File: src/hw/rtl/bap_pkg.sv
// Advertising structure parser package: sizes, element type codes, state
// encodings and the command/status structs between controller and datapath.
// No dependencies.
`default_nettype none

package bap_pkg;

  localparam int NAME_CAP   = 29;
  localparam int MAKER_CAP  = 27;

  localparam int BYTE_W     = 8;
  localparam int LEN_W      = 5;
  localparam int COMP_W     = 16;
  localparam int KIND_W     = 2;
  localparam int CFG_IDX_W  = 1;
  localparam int CFG_DATA_W = 16;

  localparam int NAME_AW  = (NAME_CAP > 1) ? $clog2(NAME_CAP) : 1;
  localparam int MAKER_AW = (MAKER_CAP > 1) ? $clog2(MAKER_CAP) : 1;

  localparam logic [BYTE_W-1:0] TYPE_SHORT_NAME = 8'h08;
  localparam logic [BYTE_W-1:0] TYPE_FULL_NAME  = 8'h09;
  localparam logic [BYTE_W-1:0] TYPE_MAKER      = 8'hFF;

  localparam logic [COMP_W-1:0] TRK_COMPANY_RST = 16'h004C;
  localparam logic [BYTE_W-1:0] TRK_TYPE_RST    = 8'h12;

  typedef enum logic [KIND_W-1:0] {
    KIND_SUMMARY = 2'd0,
    KIND_NAME    = 2'd1,
    KIND_MAKER   = 2'd2
  } item_kind_t;

  typedef enum logic [CFG_IDX_W-1:0] {
    REG_TRK_COMPANY = 1'b0,
    REG_TRK_TYPE    = 1'b1
  } cfg_reg_t;

  typedef enum logic [2:0] {
    PH_LEN  = 3'b001,
    PH_TYPE = 3'b010,
    PH_DATA = 3'b100
  } elem_phase_t;

  typedef enum logic [3:0] {
    ST_PARSE = 4'b0001,
    ST_SUM   = 4'b0010,
    ST_NAME  = 4'b0100,
    ST_MAKER = 4'b1000
  } ctrl_state_t;

  typedef enum logic [1:0] {
    IDX_HOLD = 2'd0,
    IDX_CLR  = 2'd1,
    IDX_INC  = 2'd2
  } idx_op_t;

  typedef struct packed {
    logic       take_byte;
    logic       load_out;
    item_kind_t kind;
    logic       last;
    idx_op_t    idx_op;
    logic       clear_pkt;
  } bap_cmd_t;

  typedef struct packed {
    logic             out_free;
    logic [LEN_W-1:0] name_bytes;
    logic [LEN_W-1:0] maker_len;
    logic [LEN_W-1:0] emit_idx;
  } bap_status_t;

endpackage

`default_nettype wire

File: src/hw/rtl/bap_if.sv
// Channel interfaces of the advertising structure parser: payload byte input
// and result output, each with valid/ready. Depends on bap_pkg.
`default_nettype none

interface bap_in_if;
  import bap_pkg::*;

  logic              valid;
  logic              ready;
  logic [BYTE_W-1:0] data_byte;
  logic              end_of_packet;
  logic              no_byte;

  modport source(output valid, output data_byte, output end_of_packet, output no_byte,
                 input ready);
  modport sink(input valid, input data_byte, input end_of_packet, input no_byte,
               output ready);
endinterface

interface bap_out_if;
  import bap_pkg::*;

  logic              valid;
  logic              ready;
  logic [KIND_W-1:0] item_kind;
  logic [LEN_W-1:0]  byte_index;
  logic [BYTE_W-1:0] byte_value;
  logic              name_found;
  logic [LEN_W-1:0]  name_length;
  logic              maker_found;
  logic [COMP_W-1:0] maker_company;
  logic [LEN_W-1:0]  maker_length;
  logic              tracker_flag;
  logic              last_of_run;

  modport source(output valid, output item_kind, output byte_index, output byte_value,
                 output name_found, output name_length, output maker_found,
                 output maker_company, output maker_length, output tracker_flag,
                 output last_of_run, input ready);
  modport sink(input valid, input item_kind, input byte_index, input byte_value,
               input name_found, input name_length, input maker_found,
               input maker_company, input maker_length, input tracker_flag,
               input last_of_run, output ready);
endinterface

`default_nettype wire

File: src/hw/rtl/bap_dp.sv
// Parser datapath: element walk, name double buffer, manufacturer store,
// summary registers, tracker registers and the output register.
// Depends on bap_pkg.
`default_nettype none

module bap_dp (
  input  logic                               clk,
  input  logic                               rst_n,
  input  bap_pkg::bap_cmd_t                  cmd,
  output bap_pkg::bap_status_t               status,
  input  logic [bap_pkg::BYTE_W-1:0]         in_data_byte,
  input  logic                               cfg_we,
  input  logic [bap_pkg::CFG_IDX_W-1:0]      cfg_index,
  input  logic [bap_pkg::CFG_DATA_W-1:0]     cfg_wdata,
  output logic                               out_valid,
  input  logic                               out_ready,
  output logic [bap_pkg::KIND_W-1:0]         out_item_kind,
  output logic [bap_pkg::LEN_W-1:0]          out_byte_index,
  output logic [bap_pkg::BYTE_W-1:0]         out_byte_value,
  output logic                               out_name_found,
  output logic [bap_pkg::LEN_W-1:0]          out_name_length,
  output logic                               out_maker_found,
  output logic [bap_pkg::COMP_W-1:0]         out_maker_company,
  output logic [bap_pkg::LEN_W-1:0]          out_maker_length,
  output logic                               out_tracker_flag,
  output logic                               out_last_of_run
);
  import bap_pkg::*;

  elem_phase_t       phase_r, phase_nxt;
  logic [BYTE_W-1:0] len_r, len_nxt;
  logic [BYTE_W-1:0] type_r, type_nxt;
  logic [BYTE_W-1:0] pos_r, pos_nxt;
  logic              stopped_r, stopped_nxt;
  logic              nfound_r, nfound_nxt;
  logic [LEN_W-1:0]  nlen_r, nlen_nxt;
  logic              mfound_r, mfound_nxt;
  logic [LEN_W-1:0]  mlen_r, mlen_nxt;
  logic [COMP_W-1:0] comp_r, comp_nxt;
  logic [BYTE_W-1:0] maker0_r, maker0_nxt;
  logic              store_sel_r, store_sel_nxt;
  logic [LEN_W-1:0]  emit_idx_r, emit_idx_nxt;
  logic [COMP_W-1:0] trk_company_r, trk_company_nxt;
  logic [BYTE_W-1:0] trk_type_r, trk_type_nxt;
  logic              out_valid_r, out_valid_nxt;

  logic [KIND_W-1:0] kind_r;
  logic [LEN_W-1:0]  bidx_r;
  logic [BYTE_W-1:0] bval_r;
  logic              onf_r, omf_r, otrk_r, olast_r;
  logic [LEN_W-1:0]  onlen_r, omlen_r;
  logic [COMP_W-1:0] ocomp_r;

  // name_a/name_b: committed name in one bank, replacing name built in the other
  logic [BYTE_W-1:0] name_a_mem  [NAME_CAP];
  logic [BYTE_W-1:0] name_b_mem  [NAME_CAP];
  logic [BYTE_W-1:0] maker_mem   [MAKER_CAP];

  logic              walk, at_type, at_data, commit;
  logic              name_cand, maker_cand, name_wr, maker_wr, maker_data;
  logic [BYTE_W-1:0] type_cur, pos_inc, mk_off, name_n_full, maker_n_full;
  logic [LEN_W-1:0]  name_n, maker_n;
  logic              tracker;
  logic              out_free;

  assign walk     = cmd.take_byte && !stopped_r;
  assign at_type  = walk && (phase_r == PH_TYPE);
  assign at_data  = walk && (phase_r == PH_DATA);
  assign type_cur = (phase_r == PH_TYPE) ? in_data_byte : type_r;

  assign name_cand  = (type_cur == TYPE_FULL_NAME) ||
                      ((type_cur == TYPE_SHORT_NAME) && !nfound_r);
  assign maker_cand = (type_cur == TYPE_MAKER) && (len_r >= 8'd3) && !mfound_r;

  assign pos_inc = pos_r + 8'd1;
  assign mk_off  = pos_r - 8'd2;
  assign commit  = (at_type && (len_r == 8'd1)) ||
                   (at_data && (pos_inc == (len_r - 8'd1)));

  assign name_n_full  = len_r - 8'd1;
  assign maker_n_full = len_r - 8'd3;
  assign name_n  = (name_n_full > BYTE_W'(NAME_CAP)) ? LEN_W'(NAME_CAP)
                                                     : name_n_full[LEN_W-1:0];
  assign maker_n = (maker_n_full > BYTE_W'(MAKER_CAP)) ? LEN_W'(MAKER_CAP)
                                                       : maker_n_full[LEN_W-1:0];

  assign name_wr    = at_data && name_cand && (pos_r < BYTE_W'(NAME_CAP));
  assign maker_data = at_data && !name_cand && maker_cand;
  assign maker_wr   = maker_data && (pos_r >= 8'd2) && (mk_off < BYTE_W'(MAKER_CAP));

  always_comb begin
    phase_nxt       = phase_r;
    len_nxt         = len_r;
    type_nxt        = type_r;
    pos_nxt         = pos_r;
    stopped_nxt     = stopped_r;
    nfound_nxt      = nfound_r;
    nlen_nxt        = nlen_r;
    mfound_nxt      = mfound_r;
    mlen_nxt        = mlen_r;
    comp_nxt        = comp_r;
    maker0_nxt      = maker0_r;
    store_sel_nxt   = store_sel_r;
    trk_company_nxt = trk_company_r;
    trk_type_nxt    = trk_type_r;

    if (cfg_we) begin
      unique case (cfg_index)
        REG_TRK_COMPANY: trk_company_nxt = cfg_wdata[COMP_W-1:0];
        REG_TRK_TYPE:    trk_type_nxt    = cfg_wdata[BYTE_W-1:0];
        default:         trk_type_nxt    = trk_type_r;
      endcase
    end

    if (cmd.clear_pkt) begin
      phase_nxt   = PH_LEN;
      len_nxt     = '0;
      type_nxt    = '0;
      pos_nxt     = '0;
      stopped_nxt = 1'b0;
      nfound_nxt  = 1'b0;
      nlen_nxt    = '0;
      mfound_nxt  = 1'b0;
      mlen_nxt    = '0;
      comp_nxt    = '0;
    end else if (walk) begin
      unique case (phase_r)
        PH_LEN: begin
          if (in_data_byte == '0) begin
            stopped_nxt = 1'b1;
          end else begin
            len_nxt   = in_data_byte;
            phase_nxt = PH_TYPE;
          end
        end
        PH_TYPE: begin
          type_nxt  = in_data_byte;
          pos_nxt   = '0;
          phase_nxt = (len_r == 8'd1) ? PH_LEN : PH_DATA;
        end
        PH_DATA: begin
          pos_nxt = pos_inc;
          if (commit) begin
            phase_nxt = PH_LEN;
          end
          if (maker_data && (pos_r == 8'd0)) begin
            comp_nxt[7:0] = in_data_byte;
          end
          if (maker_data && (pos_r == 8'd1)) begin
            comp_nxt[15:8] = in_data_byte;
          end
          if (maker_wr && (pos_r == 8'd2)) begin
            maker0_nxt = in_data_byte;
          end
        end
        default: phase_nxt = PH_LEN;
      endcase

      if (commit) begin
        if (name_cand) begin
          nfound_nxt    = 1'b1;
          nlen_nxt      = name_n;
          store_sel_nxt = !store_sel_r;
        end else if (maker_cand) begin
          mfound_nxt = 1'b1;
          mlen_nxt   = maker_n;
        end
      end
    end
  end

  always_comb begin
    unique case (cmd.idx_op)
      IDX_HOLD: emit_idx_nxt = emit_idx_r;
      IDX_CLR:  emit_idx_nxt = '0;
      IDX_INC:  emit_idx_nxt = emit_idx_r + LEN_W'(1);
      default:  emit_idx_nxt = emit_idx_r;
    endcase
  end

  assign out_free      = !out_valid_r || out_ready;
  assign out_valid_nxt = cmd.load_out ? 1'b1 : (out_ready ? 1'b0 : out_valid_r);

  always_ff @(posedge clk) begin
    if (!rst_n) begin
      phase_r       <= PH_LEN;
      len_r         <= '0;
      type_r        <= '0;
      pos_r         <= '0;
      stopped_r     <= 1'b0;
      nfound_r      <= 1'b0;
      nlen_r        <= '0;
      mfound_r      <= 1'b0;
      mlen_r        <= '0;
      comp_r        <= '0;
      store_sel_r   <= 1'b0;
      emit_idx_r    <= '0;
      trk_company_r <= TRK_COMPANY_RST;
      trk_type_r    <= TRK_TYPE_RST;
      out_valid_r   <= 1'b0;
    end else begin
      phase_r       <= phase_nxt;
      len_r         <= len_nxt;
      type_r        <= type_nxt;
      pos_r         <= pos_nxt;
      stopped_r     <= stopped_nxt;
      nfound_r      <= nfound_nxt;
      nlen_r        <= nlen_nxt;
      mfound_r      <= mfound_nxt;
      mlen_r        <= mlen_nxt;
      comp_r        <= comp_nxt;
      store_sel_r   <= store_sel_nxt;
      emit_idx_r    <= emit_idx_nxt;
      trk_company_r <= trk_company_nxt;
      trk_type_r    <= trk_type_nxt;
      out_valid_r   <= out_valid_nxt;
    end
  end

  always_ff @(posedge clk) begin
    maker0_r <= maker0_nxt;
  end

  // store_sel_r low: bank a holds the committed name, bank b takes new bytes
  always_ff @(posedge clk) begin
    if (name_wr && !store_sel_r) begin
      name_b_mem[pos_r[NAME_AW-1:0]] <= in_data_byte;
    end
    if (name_wr && store_sel_r) begin
      name_a_mem[pos_r[NAME_AW-1:0]] <= in_data_byte;
    end
    if (maker_wr) begin
      maker_mem[mk_off[MAKER_AW-1:0]] <= in_data_byte;
    end
  end

  assign tracker = mfound_r && (comp_r == trk_company_r) && (mlen_r != '0) &&
                   (maker0_r == trk_type_r);

  always_ff @(posedge clk) begin
    if (cmd.load_out) begin
      kind_r  <= cmd.kind;
      olast_r <= cmd.last;
      unique case (cmd.kind)
        KIND_SUMMARY: begin
          bidx_r  <= '0;
          bval_r  <= '0;
          onf_r   <= nfound_r;
          onlen_r <= nlen_r;
          omf_r   <= mfound_r;
          ocomp_r <= mfound_r ? comp_r : '0;
          omlen_r <= mlen_r;
          otrk_r  <= tracker;
        end
        KIND_NAME, KIND_MAKER: begin
          bidx_r  <= emit_idx_r;
          if (cmd.kind == KIND_NAME) begin
            bval_r <= store_sel_r ? name_b_mem[emit_idx_r[NAME_AW-1:0]]
                                  : name_a_mem[emit_idx_r[NAME_AW-1:0]];
          end else begin
            bval_r <= maker_mem[emit_idx_r[MAKER_AW-1:0]];
          end
          onf_r   <= 1'b0;
          onlen_r <= '0;
          omf_r   <= 1'b0;
          ocomp_r <= '0;
          omlen_r <= '0;
          otrk_r  <= 1'b0;
        end
        default: begin
          bidx_r  <= '0;
          bval_r  <= '0;
          onf_r   <= 1'b0;
          onlen_r <= '0;
          omf_r   <= 1'b0;
          ocomp_r <= '0;
          omlen_r <= '0;
          otrk_r  <= 1'b0;
        end
      endcase
    end
  end

  assign status.out_free   = out_free;
  assign status.name_bytes = nlen_r;
  assign status.maker_len  = mlen_r;
  assign status.emit_idx   = emit_idx_r;

  assign out_valid         = out_valid_r;
  assign out_item_kind     = kind_r;
  assign out_byte_index    = bidx_r;
  assign out_byte_value    = bval_r;
  assign out_name_found    = onf_r;
  assign out_name_length   = onlen_r;
  assign out_maker_found   = omf_r;
  assign out_maker_company = ocomp_r;
  assign out_maker_length  = omlen_r;
  assign out_tracker_flag  = otrk_r;
  assign out_last_of_run   = olast_r;

endmodule

`default_nettype wire

File: src/hw/rtl/bap_ctrl.sv
// Parser controller: accepts payload transactions, then sequences the
// summary, name and manufacturer result burst. Depends on bap_pkg.
`default_nettype none

module bap_ctrl (
  input  logic                 clk,
  input  logic                 rst_n,
  input  logic                 in_valid,
  input  logic                 in_end_of_packet,
  input  logic                 in_no_byte,
  output logic                 in_ready,
  input  bap_pkg::bap_status_t status,
  output bap_pkg::bap_cmd_t    cmd
);
  import bap_pkg::*;

  ctrl_state_t      state_r, state_nxt;
  logic             accept;
  logic             name_end, maker_end;
  logic [LEN_W-1:0] name_last_idx, maker_last_idx;

  assign in_ready       = (state_r == ST_PARSE);
  assign accept         = in_valid && in_ready;
  assign name_last_idx  = status.name_bytes - LEN_W'(1);
  assign maker_last_idx = status.maker_len - LEN_W'(1);
  assign name_end       = (status.emit_idx == name_last_idx);
  assign maker_end      = (status.emit_idx == maker_last_idx);

  always_comb begin
    state_nxt = state_r;
    cmd       = '{take_byte: 1'b0, load_out: 1'b0, kind: KIND_SUMMARY, last: 1'b0,
                  idx_op: IDX_HOLD, clear_pkt: 1'b0};

    unique case (state_r)
      ST_PARSE: begin
        cmd.take_byte = accept && !in_no_byte;
        if (accept && in_end_of_packet) begin
          state_nxt = ST_SUM;
        end
      end
      ST_SUM: begin
        if (status.out_free) begin
          cmd.load_out = 1'b1;
          cmd.kind     = KIND_SUMMARY;
          cmd.idx_op   = IDX_CLR;
          priority if (status.name_bytes != '0) begin
            state_nxt = ST_NAME;
          end else if (status.maker_len != '0) begin
            state_nxt = ST_MAKER;
          end else begin
            cmd.last      = 1'b1;
            cmd.clear_pkt = 1'b1;
            state_nxt     = ST_PARSE;
          end
        end
      end
      ST_NAME: begin
        if (status.out_free) begin
          cmd.load_out = 1'b1;
          cmd.kind     = KIND_NAME;
          if (name_end) begin
            cmd.idx_op = IDX_CLR;
            if (status.maker_len != '0) begin
              state_nxt = ST_MAKER;
            end else begin
              cmd.last      = 1'b1;
              cmd.clear_pkt = 1'b1;
              state_nxt     = ST_PARSE;
            end
          end else begin
            cmd.idx_op = IDX_INC;
          end
        end
      end
      ST_MAKER: begin
        if (status.out_free) begin
          cmd.load_out = 1'b1;
          cmd.kind     = KIND_MAKER;
          if (maker_end) begin
            cmd.idx_op    = IDX_CLR;
            cmd.last      = 1'b1;
            cmd.clear_pkt = 1'b1;
            state_nxt     = ST_PARSE;
          end else begin
            cmd.idx_op = IDX_INC;
          end
        end
      end
      default: state_nxt = ST_PARSE;
    endcase
  end

  always_ff @(posedge clk) begin
    if (!rst_n) begin
      state_r <= ST_PARSE;
    end else begin
      state_r <= state_nxt;
    end
  end

endmodule

`default_nettype wire

File: src/hw/rtl/ble_adv_structure_parser_top.sv
// Top level of the advertising structure parser: controller, datapath and
// channel wiring. Depends on bap_pkg, bap_if, bap_ctrl and bap_dp.
//
//   channel  | dir | handshake     | carries
//   in_ch    | in  | valid/ready   | data_byte, end_of_packet, no_byte
//   out_ch   | out | valid/ready   | summary, name byte or payload byte
//   cfg_*    | in  | cfg_we only   | tracker company id / type byte
//
// Payload transactions are taken one per cycle while parsing.
// After the end-of-packet transaction, input ready stays low while the burst
// of 1 + name_length + maker_length results goes out, one per cycle as the
// output register drains. out_ch stalls hold the burst; the input reopens
// while the last result still waits. Synchronous active-low reset.
`default_nettype none

module ble_adv_structure_parser_top (
  input  logic                           clk,
  input  logic                           rst_n,
  bap_in_if.sink                         in_ch,
  bap_out_if.source                      out_ch,
  input  logic                           cfg_we,
  input  logic [bap_pkg::CFG_IDX_W-1:0]  cfg_index,
  input  logic [bap_pkg::CFG_DATA_W-1:0] cfg_wdata
);
  import bap_pkg::*;

  bap_cmd_t    cmd;
  bap_status_t status;

  bap_ctrl u_ctrl (
    .clk             (clk),
    .rst_n           (rst_n),
    .in_valid        (in_ch.valid),
    .in_end_of_packet(in_ch.end_of_packet),
    .in_no_byte      (in_ch.no_byte),
    .in_ready        (in_ch.ready),
    .status          (status),
    .cmd             (cmd)
  );

  bap_dp u_dp (
    .clk              (clk),
    .rst_n            (rst_n),
    .cmd              (cmd),
    .status           (status),
    .in_data_byte     (in_ch.data_byte),
    .cfg_we           (cfg_we),
    .cfg_index        (cfg_index),
    .cfg_wdata        (cfg_wdata),
    .out_valid        (out_ch.valid),
    .out_ready        (out_ch.ready),
    .out_item_kind    (out_ch.item_kind),
    .out_byte_index   (out_ch.byte_index),
    .out_byte_value   (out_ch.byte_value),
    .out_name_found   (out_ch.name_found),
    .out_name_length  (out_ch.name_length),
    .out_maker_found  (out_ch.maker_found),
    .out_maker_company(out_ch.maker_company),
    .out_maker_length (out_ch.maker_length),
    .out_tracker_flag (out_ch.tracker_flag),
    .out_last_of_run  (out_ch.last_of_run)
  );

  a_eop_closes_input: assert property (@(posedge clk) disable iff (!rst_n)
    in_ch.valid && in_ch.ready && in_ch.end_of_packet |=> !in_ch.ready)
    else $error("input still open after end of packet");

  a_lone_summary: assert property (@(posedge clk) disable iff (!rst_n)
    out_ch.valid && (out_ch.item_kind == KIND_SUMMARY) && out_ch.last_of_run
      |-> (out_ch.name_length == '0) && (out_ch.maker_length == '0))
    else $error("summary marked last while bytes are pending");

  a_name_idx_range: assert property (@(posedge clk) disable iff (!rst_n)
    out_ch.valid && (out_ch.item_kind == KIND_NAME)
      |-> (out_ch.byte_index < LEN_W'(NAME_CAP)))
    else $error("name byte index beyond capacity");

  a_maker_idx_range: assert property (@(posedge clk) disable iff (!rst_n)
    out_ch.valid && (out_ch.item_kind == KIND_MAKER)
      |-> (out_ch.byte_index < LEN_W'(MAKER_CAP)))
    else $error("payload byte index beyond capacity");

endmodule

`default_nettype wire

File: src/flat_wrapper.sv
// flat-port wrapper written by rule: the top's interface ports become plain ports
module ble_adv_structure_parser_top_flat import bap_pkg::*;
  (clk, rst_n, cfg_we, cfg_index, cfg_wdata, in_ch_valid, in_ch_data_byte, in_ch_end_of_packet, in_ch_no_byte, in_ch_ready, out_ch_valid, out_ch_item_kind, out_ch_byte_index, out_ch_byte_value, out_ch_name_found, out_ch_name_length, out_ch_maker_found, out_ch_maker_company, out_ch_maker_length, out_ch_tracker_flag, out_ch_last_of_run, out_ch_ready);
  bap_in_if in_ch_i ();
  bap_out_if out_ch_i ();
  input  logic clk;
  input  logic rst_n;
  input  logic cfg_we;
  input  logic [bap_pkg::CFG_IDX_W-1:0] cfg_index;
  input  logic [bap_pkg::CFG_DATA_W-1:0] cfg_wdata;
  input wire logic [$bits(in_ch_i.valid)-1:0] in_ch_valid;
  input wire logic [$bits(in_ch_i.data_byte)-1:0] in_ch_data_byte;
  input wire logic [$bits(in_ch_i.end_of_packet)-1:0] in_ch_end_of_packet;
  input wire logic [$bits(in_ch_i.no_byte)-1:0] in_ch_no_byte;
  output wire logic [$bits(in_ch_i.ready)-1:0] in_ch_ready;
  output wire logic [$bits(out_ch_i.valid)-1:0] out_ch_valid;
  output wire logic [$bits(out_ch_i.item_kind)-1:0] out_ch_item_kind;
  output wire logic [$bits(out_ch_i.byte_index)-1:0] out_ch_byte_index;
  output wire logic [$bits(out_ch_i.byte_value)-1:0] out_ch_byte_value;
  output wire logic [$bits(out_ch_i.name_found)-1:0] out_ch_name_found;
  output wire logic [$bits(out_ch_i.name_length)-1:0] out_ch_name_length;
  output wire logic [$bits(out_ch_i.maker_found)-1:0] out_ch_maker_found;
  output wire logic [$bits(out_ch_i.maker_company)-1:0] out_ch_maker_company;
  output wire logic [$bits(out_ch_i.maker_length)-1:0] out_ch_maker_length;
  output wire logic [$bits(out_ch_i.tracker_flag)-1:0] out_ch_tracker_flag;
  output wire logic [$bits(out_ch_i.last_of_run)-1:0] out_ch_last_of_run;
  input wire logic [$bits(out_ch_i.ready)-1:0] out_ch_ready;
  assign in_ch_i.valid = in_ch_valid;
  assign in_ch_i.data_byte = in_ch_data_byte;
  assign in_ch_i.end_of_packet = in_ch_end_of_packet;
  assign in_ch_i.no_byte = in_ch_no_byte;
  assign in_ch_ready = in_ch_i.ready;
  assign out_ch_valid = out_ch_i.valid;
  assign out_ch_item_kind = out_ch_i.item_kind;
  assign out_ch_byte_index = out_ch_i.byte_index;
  assign out_ch_byte_value = out_ch_i.byte_value;
  assign out_ch_name_found = out_ch_i.name_found;
  assign out_ch_name_length = out_ch_i.name_length;
  assign out_ch_maker_found = out_ch_i.maker_found;
  assign out_ch_maker_company = out_ch_i.maker_company;
  assign out_ch_maker_length = out_ch_i.maker_length;
  assign out_ch_tracker_flag = out_ch_i.tracker_flag;
  assign out_ch_last_of_run = out_ch_i.last_of_run;
  assign out_ch_i.ready = out_ch_ready;
  ble_adv_structure_parser_top u_core (.clk(clk), .rst_n(rst_n), .in_ch(in_ch_i), .out_ch(out_ch_i), .cfg_we(cfg_we), .cfg_index(cfg_index), .cfg_wdata(cfg_wdata));
endmodule
File: config.mk
export PLATFORM = sky130hd
export DESIGN_NAME = ble_adv_structure_parser_top_flat
export DESIGN_NICKNAME = d
export VERILOG_FILES = /design/src/hw/rtl/bap_pkg.sv /design/src/hw/rtl/bap_if.sv /design/src/hw/rtl/bap_dp.sv /design/src/hw/rtl/bap_ctrl.sv /design/src/hw/rtl/ble_adv_structure_parser_top.sv /design/src/flat_wrapper.sv
export SDC_FILE = /design/constraint.sdc
export NUM_CORES = 1
export LEC_CHECK = 0
export BUFFER_PORTS_ARGS = -buffer_cell sky130_fd_sc_hd__buf_2
export CAP_MARGIN = 5
export CELL_PAD_IN_SITES_DETAIL_PLACEMENT = 2
export CELL_PAD_IN_SITES_GLOBAL_PLACEMENT = 2
export CORE_MARGIN = 1
export CORE_UTILIZATION = 43
export CTS_CLUSTER_DIAMETER = 50
export DETAILED_ROUTE_END_ITERATION = 8
export PLACE_DENSITY_LB_ADDON = 0.25
export SKIP_CTS_REPAIR_TIMING = 1
export SYNTH_ARGS = -nofsm -noshare
export SYNTH_HDL_FRONTEND = slang
export SYNTH_SLANG_ARGS = --single-unit
File: constraint.sdc
create_clock -name clk -period 4.39 [get_ports clk]
set_input_delay 0.439 -clock clk [delete_from_list [all_inputs] [get_ports clk]]
set_output_delay 0.439 -clock clk [all_outputs]
set_load 0.01 [all_outputs]
# == Yosys cells after proc, flatten, opt, wreduce, memory -nomap -nowiden ==
# Memories as Yosys holds them, arrays and structs flattened. A register that Yosys moved wholly into a read port is not among the register bits.
# Index checks and enable logic that the tools add are counted.
# classes
n_addsub,7
order_cmp,6
n_eq_ne,30
muxes,45
n_bitwise,5
n_reduce_logical,59
# ops
cell,count
5-bit 2-to-1 mux,8
4-bit 2-to-1 mux,8
1-bit logical AND,25
8-bit 2-to-1 mux,3
7-bit 2-to-1 mux,3
7-bit case mux with 3 select lines,1
3-bit AND reduction,6
16-bit equality test,1
8-bit by 1-bit equality test with 1-bit output (second input constant),2
8-bit by 4-bit equality test with 1-bit output (second input constant),2
8-bit equality test,2
8-bit by 2-bit greater-or-equal comparator with 1-bit output (second input constant),2
8-bit by 5-bit greater-than comparator with 1-bit output (second input constant),2
8-bit zero test,2
8-bit by 5-bit less-than comparator with 1-bit output (second input constant),2
4-bit case mux with 4 select lines,1
8-bit case mux with 2 select lines,1
8-bit by 2-bit subtractor with 8-bit output (second input constant),2
2-bit inequality test (second input constant),7
1-bit 2-to-1 mux,13
4-bit AND reduction,3
5-bit equality test,2
5-bit case mux with 2 select lines,1
5-bit nonzero test,2
27 further kinds,51
# totals
reg_bits,144
ramBits,680
in_bits,32
mem_count,3
# mem_list
memory,words,word_bits,rd,rd_ports_with_merged_regs,write_ports,line_no,source
u_core.u_dp.name_a_mem,29,8,1,1,1,bap_dp.sv:55,logic [BYTE_W-1:0] name_a_mem [NAME_CAP];
u_core.u_dp.name_b_mem,29,8,1,1,1,bap_dp.sv:56,logic [BYTE_W-1:0] name_b_mem [NAME_CAP];
u_core.u_dp.maker_mem,27,8,1,1,1,bap_dp.sv:57,logic [BYTE_W-1:0] maker_mem [MAKER_CAP];

# == Logic depth before layout (Yosys ltp) ==
# logic_depth
ltp_word,12
depth_mapped,13
depth_no_buf,13

# == Modules after synthesis ==
# A second synthesis with hierarchy kept.
# unflattened
cells_unflattened,1992
area_unflattened_um2,33594.7
# by_module_without_submodules
module,n_inst,cells_per_inst,area_per_inst_um2,seq_area_each_um2
bap_dp,1,1912,32959.1,23852.9
bap_ctrl,1,80,635.6,80.1

# == Worst setup path after synthesis ==
# No wires, ideal clock.
# synth_path
kind,register to register
start,reg u_core.u_ctrl.state_r[1]
end,"reg u_core.u_dp.bidx_r[0], in the netlist u_core.u_dp.out_byte_index[0] (enable)"
arrival_time_ns,3.919
required_ns,3.887
slack_ns,-0.033
stages_incl_launch_ff,5
period_less_slack_ns,4.423
cell_sequence,dfxtp_1 > or2b_1 > a21oi_1 > nor2_1 > nor3_1
# synth_lines
item,line_no,source
start: declaration,bap_ctrl.sv:17,"ctrl_state_t state_r, state_nxt;"
start signal: assignment,bap_ctrl.sv:97,state_r <= state_nxt;
end signal: assignment,bap_dp.sv:256,bidx_r <= emit_idx_r;
end: declaration,bap_dp.sv:48,logic [LEN_W-1:0] bidx_r;

# == Worst setup path in the final report ==
# layout_path
start,reg u_core.u_ctrl.state_r[0]
end,mem u_core.u_dp.name_a_mem[27][6] (enable)
# layout_between
elab_chain_cells,11
# layout_lines
item,line_no,source
4-bit by 1-bit equality test with 1-bit output *,"bap_ctrl.sv:22, bap_ctrl.sv:34",
1-bit logical AND,bap_ctrl.sv:23,assign accept = in_valid && in_ready;
1-bit logical AND,bap_ctrl.sv:36,cmd.take_byte = accept && !in_no_byte;
1-bit 2-to-1 mux *,bap_ctrl.sv:34,unique case (state_r)
1-bit logical AND *,bap_dp.sv:66,assign walk = cmd.take_byte && !stopped_r;
1-bit logical AND *,bap_dp.sv:68,assign at_data = walk && (phase_r == PH_DATA);
1-bit logical AND * (2 in a row),bap_dp.sv:87,assign name_wr = at_data && name_cand && (pos_r < BYTE_W'(NAME_CAP));
1-bit logical AND *,bap_dp.sv:229,if (name_wr && store_sel_r) begin
1-bit 2-to-1 mux *,bap_dp.sv:229,
1-bit 2-to-1 mux (implied by the code) *,bap_dp.sv:230,name_a_mem[pos_r[NAME_AW-1:0]] <= in_data_byte;
end: declaration,bap_dp.sv:55,
# Mark *: on every way between the ends. The rest lies on a longest branch, timed or not.

==> summary.md <==
| Metric | Value |
|---|---|
| Final Hold Fails | 0 |
| Async set-or-reset flop fraction in the synthesized netlist | 0% |
| Pwr dens | 450 mW/mm² |
| Total core area | 0.0773 mm² |
| Skew-Pair Late Insertion Delay | ~0.67 ns |
| Crit-path max cell delay | 0.73 ns |
| Status | completed |
| Final antenna-violating net count | 0 |
| Crit path kind | register to register |
| Final setup vio count | 0 |
| Synth Area in Compound Gates | ~3.3% |
| Top_reg_cell synth | edfxtp_1 |
| CP max-delay cell | nor2_1 |
| Worst setup SP type | register |
| Leakage | 12.5 nW |
| DP Area | 0.0358 mm² |
| Vias in the first global route | 21.0k |
| Initial antenna violation count | 3 |
| Synth cell types | 68 |
| Largest net degree at the start of global routing | 92 |
| Chip width | 281 µm |
| CP cell instances | or4b_4 > or2_1 > or4b_1 > nor2_1 > nand2_2 > nor2_1 |
| Largest family of logic cells by synthesized area | multiplexers |
| Vias after detailed routing | 18.9k |
| CP max FO | 10 |
| Initial Util | 43.3% |
| CTS root buf | clkbuf_16 |
| FF+latch count, synth | 829 |
| Global-route wire length before repair | between 100 and 150 mm |
| Hold WS | 0.0267 ns |
| CP top delay family | simple AND/OR/NAND/NOR gates |
| Num rows | 102 |
| First-pass detailed-route iteration total | 7 |
| Synth Instances | 1,930 |
| Minimum clock period | 4.01 ns |
| Adder-cell share of the synthesized area | 0.635% |
| Gr usage total | 26.5% |
| Sequential area share after synthesis | between 70% and 80% |
| DR DRC count | 0 |
| Post-Synth Simple-Gate Area | 7.02% |
| DP HPWL | about 65 mm |
| Via density | between 5 and 6 |
| # nets final | 2,184 |
| Post-synth top area share | 65.7% |
| TritonCTS clock tree | done |
| Yosys warns | 0 |
| GP Congestion | 0.828 |
| Total congestion overflow | 0 |
| Top cells by area, synth | edfxtp_1, mux4_2, dfxtp_1, nor2_1, nand2_1 |
| Final core occ | 50.8% |
| # H-tree levels | 3 |
| Layout overhead on the synthesized area | 17.2% |
| Number of I/O pins | 79 |
| Synth Area in XOR/XNOR | 1.62% |
| Crit path top cell by count | nor2_1 |
| Die area | 0.0791 mm² |
| R2r setup slk | 0.38 ns |
| PortBufs | 78 |
| CP arrival | 4.29 ns |
| CP Capture Type | register |
| Chip height | 281 µm |
| Clock sinks | 829 |
| WL per Instance | between 30 and 40 µm |
| CP required | roughly 4.7 ns |
| Setup_tns | 0 ns |
| DR iter-0 viols | roughly 1.6k |
| Non-Filler Cell Area, Final | 0.0393 mm² |
| Clock Skew | 0.0305 ns |
| Maximum clock path buffer count | 3 |
| Number of diodes | 0 |
| Post-Syn Area | 0.0335 mm² |
| Mux cell area share after synthesis | approximately 15% |
| Max VDD drop | 0.311 mV |
| Yosys top cell by area | edfxtp_1 |
| Fmax | ~250 MHz |
| Total Wirelength | 102 mm |
| CP Buf/Inv Count | 0 |
| Place WS | 0.309 ns |
| Least-Margin Pin Slew | 1.23 ns |
| Fin. max-slew vios | 0 |
| Total CTS buffers | between 100 and 150 |
| Layout cells sized above 1 | 26.3% |
| HP Class | input pin to register |
| Setup ws final | slightly below 0.4 ns |
| Number of synthesized flops with an enable pin | 733 |
| Post-synthesis average cell area | 17.4 µm² |
| RSZ-0062 raised after global routing | false |
| Clk slew on worst S/H paths | 0.06 ns |
| Slew HR | 18.1% |
| Fin crit share | 91.2% |
| Syn_nets | between 1.5k and 2k |
| Max capacitance violation total | 0 |
## state kept, by name (all words and copies together), names as in the netlist, 8 cells and up, named ones only
name and flops:
u_core.u_dp.name_a_mem 232, u_core.u_dp.name_b_mem 232, u_core.u_dp.maker_mem 216, u_core.u_dp.comp_r 16, u_core.u_dp.out_maker_company 16, u_core.u_dp.trk_company_r 16, u_core.u_dp.len_r 8, u_core.u_dp.maker0_r 8
u_core.u_dp.out_byte_value 8, u_core.u_dp.pos_r 8, u_core.u_dp.trk_type_r 8, u_core.u_dp.type_r 8
## worst min-delay path, stage by stage
cell     delay, ns
buf_2         0.10
nand2_1       0.05
nand3_1       0.06
## cells in the final DEF, fill, tap and decap left out, types with 22 or more instances in the layout
master / instances
buf_4: 122
edfxtp_1: 733
nor3_1: 28
o21ai_0: 39
buf_2: 70
clkbuf_16: 102
nor2_1: 164
mux2i_1: 38
mux4_2: 200
a21oi_1: 54
dfxtp_1: 91
nand3_1: 29
and3_1: 22
xnor2_1: 48
nand2_1: 144
## metrics by stage
stage / std cells / power (mW)
floorplan: 1930 / 8.98
global placement: 3072 / 9.19
detailed placement: 3072 / 9.22
CTS: 3260 / 17.8
global route: 3260 / 18.1
finish: 3260 / 17.7
## synthesized netlist by cell type (6+ instances only)
| library cell | count |
|---|---|
| o21ai_0 | 39 |
| or3_1 | 8 |
| a21oi_1 | 54 |
| nor2_1 | 164 |
| clkbuf_1 | 58 |
| and3_1 | 22 |
| nand2_1 | 144 |
| nand2b_1 | 10 |
| nor2b_1 | 19 |
| nor3_1 | 29 |
| xor2_1 | 14 |
| mux4_2 | 200 |
| xnor2_1 | 48 |
| nand4_1 | 17 |
| inv_1 | 19 |
| buf_2 | 17 |
| and2_1 | 20 |
| nand3_1 | 29 |
| a211oi_1 | 18 |
| ha_1 | 17 |
| dfxtp_1 | 96 |
| a21boi_0 | 19 |
| buf_1 | 16 |
| mux2i_1 | 38 |
| o31ai_1 | 6 |
| edfxtp_1 | 733 |
## cell type report
class                           instances  area, µm²
Clock buffer                          114       2600
Clock inverter                         74        855
Fill cell                            6999      38100
Inverter                               19       71.3
Multi-Input combinational cell        988       9150
Sequential cell                       829      23900
Tap cell                             1040       1300
Timing Repair Buffer                  196       1350
## power by group
part	switching [mW]	internal [mW]	total, mW
registers	0.0307	8.58	8.62
clock network	3.53	5.09	8.62
logic	0.306	0.130	0.437
## final timing paths
check | start | end | cells past startpoint
worst min-delay path | cfg_wdata[3] | u_core.u_dp.trk_company_r[3] | 3
worst max-delay path | u_core.u_ctrl.state_r[0] | u_core.u_dp.name_a_mem[27][6] | 6
worst max register to register | u_core.u_ctrl.state_r[0] | u_core.u_dp.name_a_mem[27][6] | 6
worst min register to register | u_core.u_dp.trk_type_r[3] | u_core.u_dp.trk_type_r[3] | 2
## routing by layer
layer / up-vias / track usage (%) / routed length [µm]
met3: 161 / 3.96 / 4820
met1: 10167 / 35.0 / 42700
met5: - / 0 / 41
li1: 8022 / - / -
met2: 560 / 45.3 / 52100
met4: 6 / 7.76 / 2610
## cell families after synthesis
logic type,Yosys count
buffers and inverters,113
adder cells (fa/ha/maj),17
flip-flops,829
AO/OA/AOI/OAI,172
XOR/XNOR,62
AND/OR/NAND/NOR,498
multiplexers,239
Note: power is estimated with default switching activity, not from simulation.
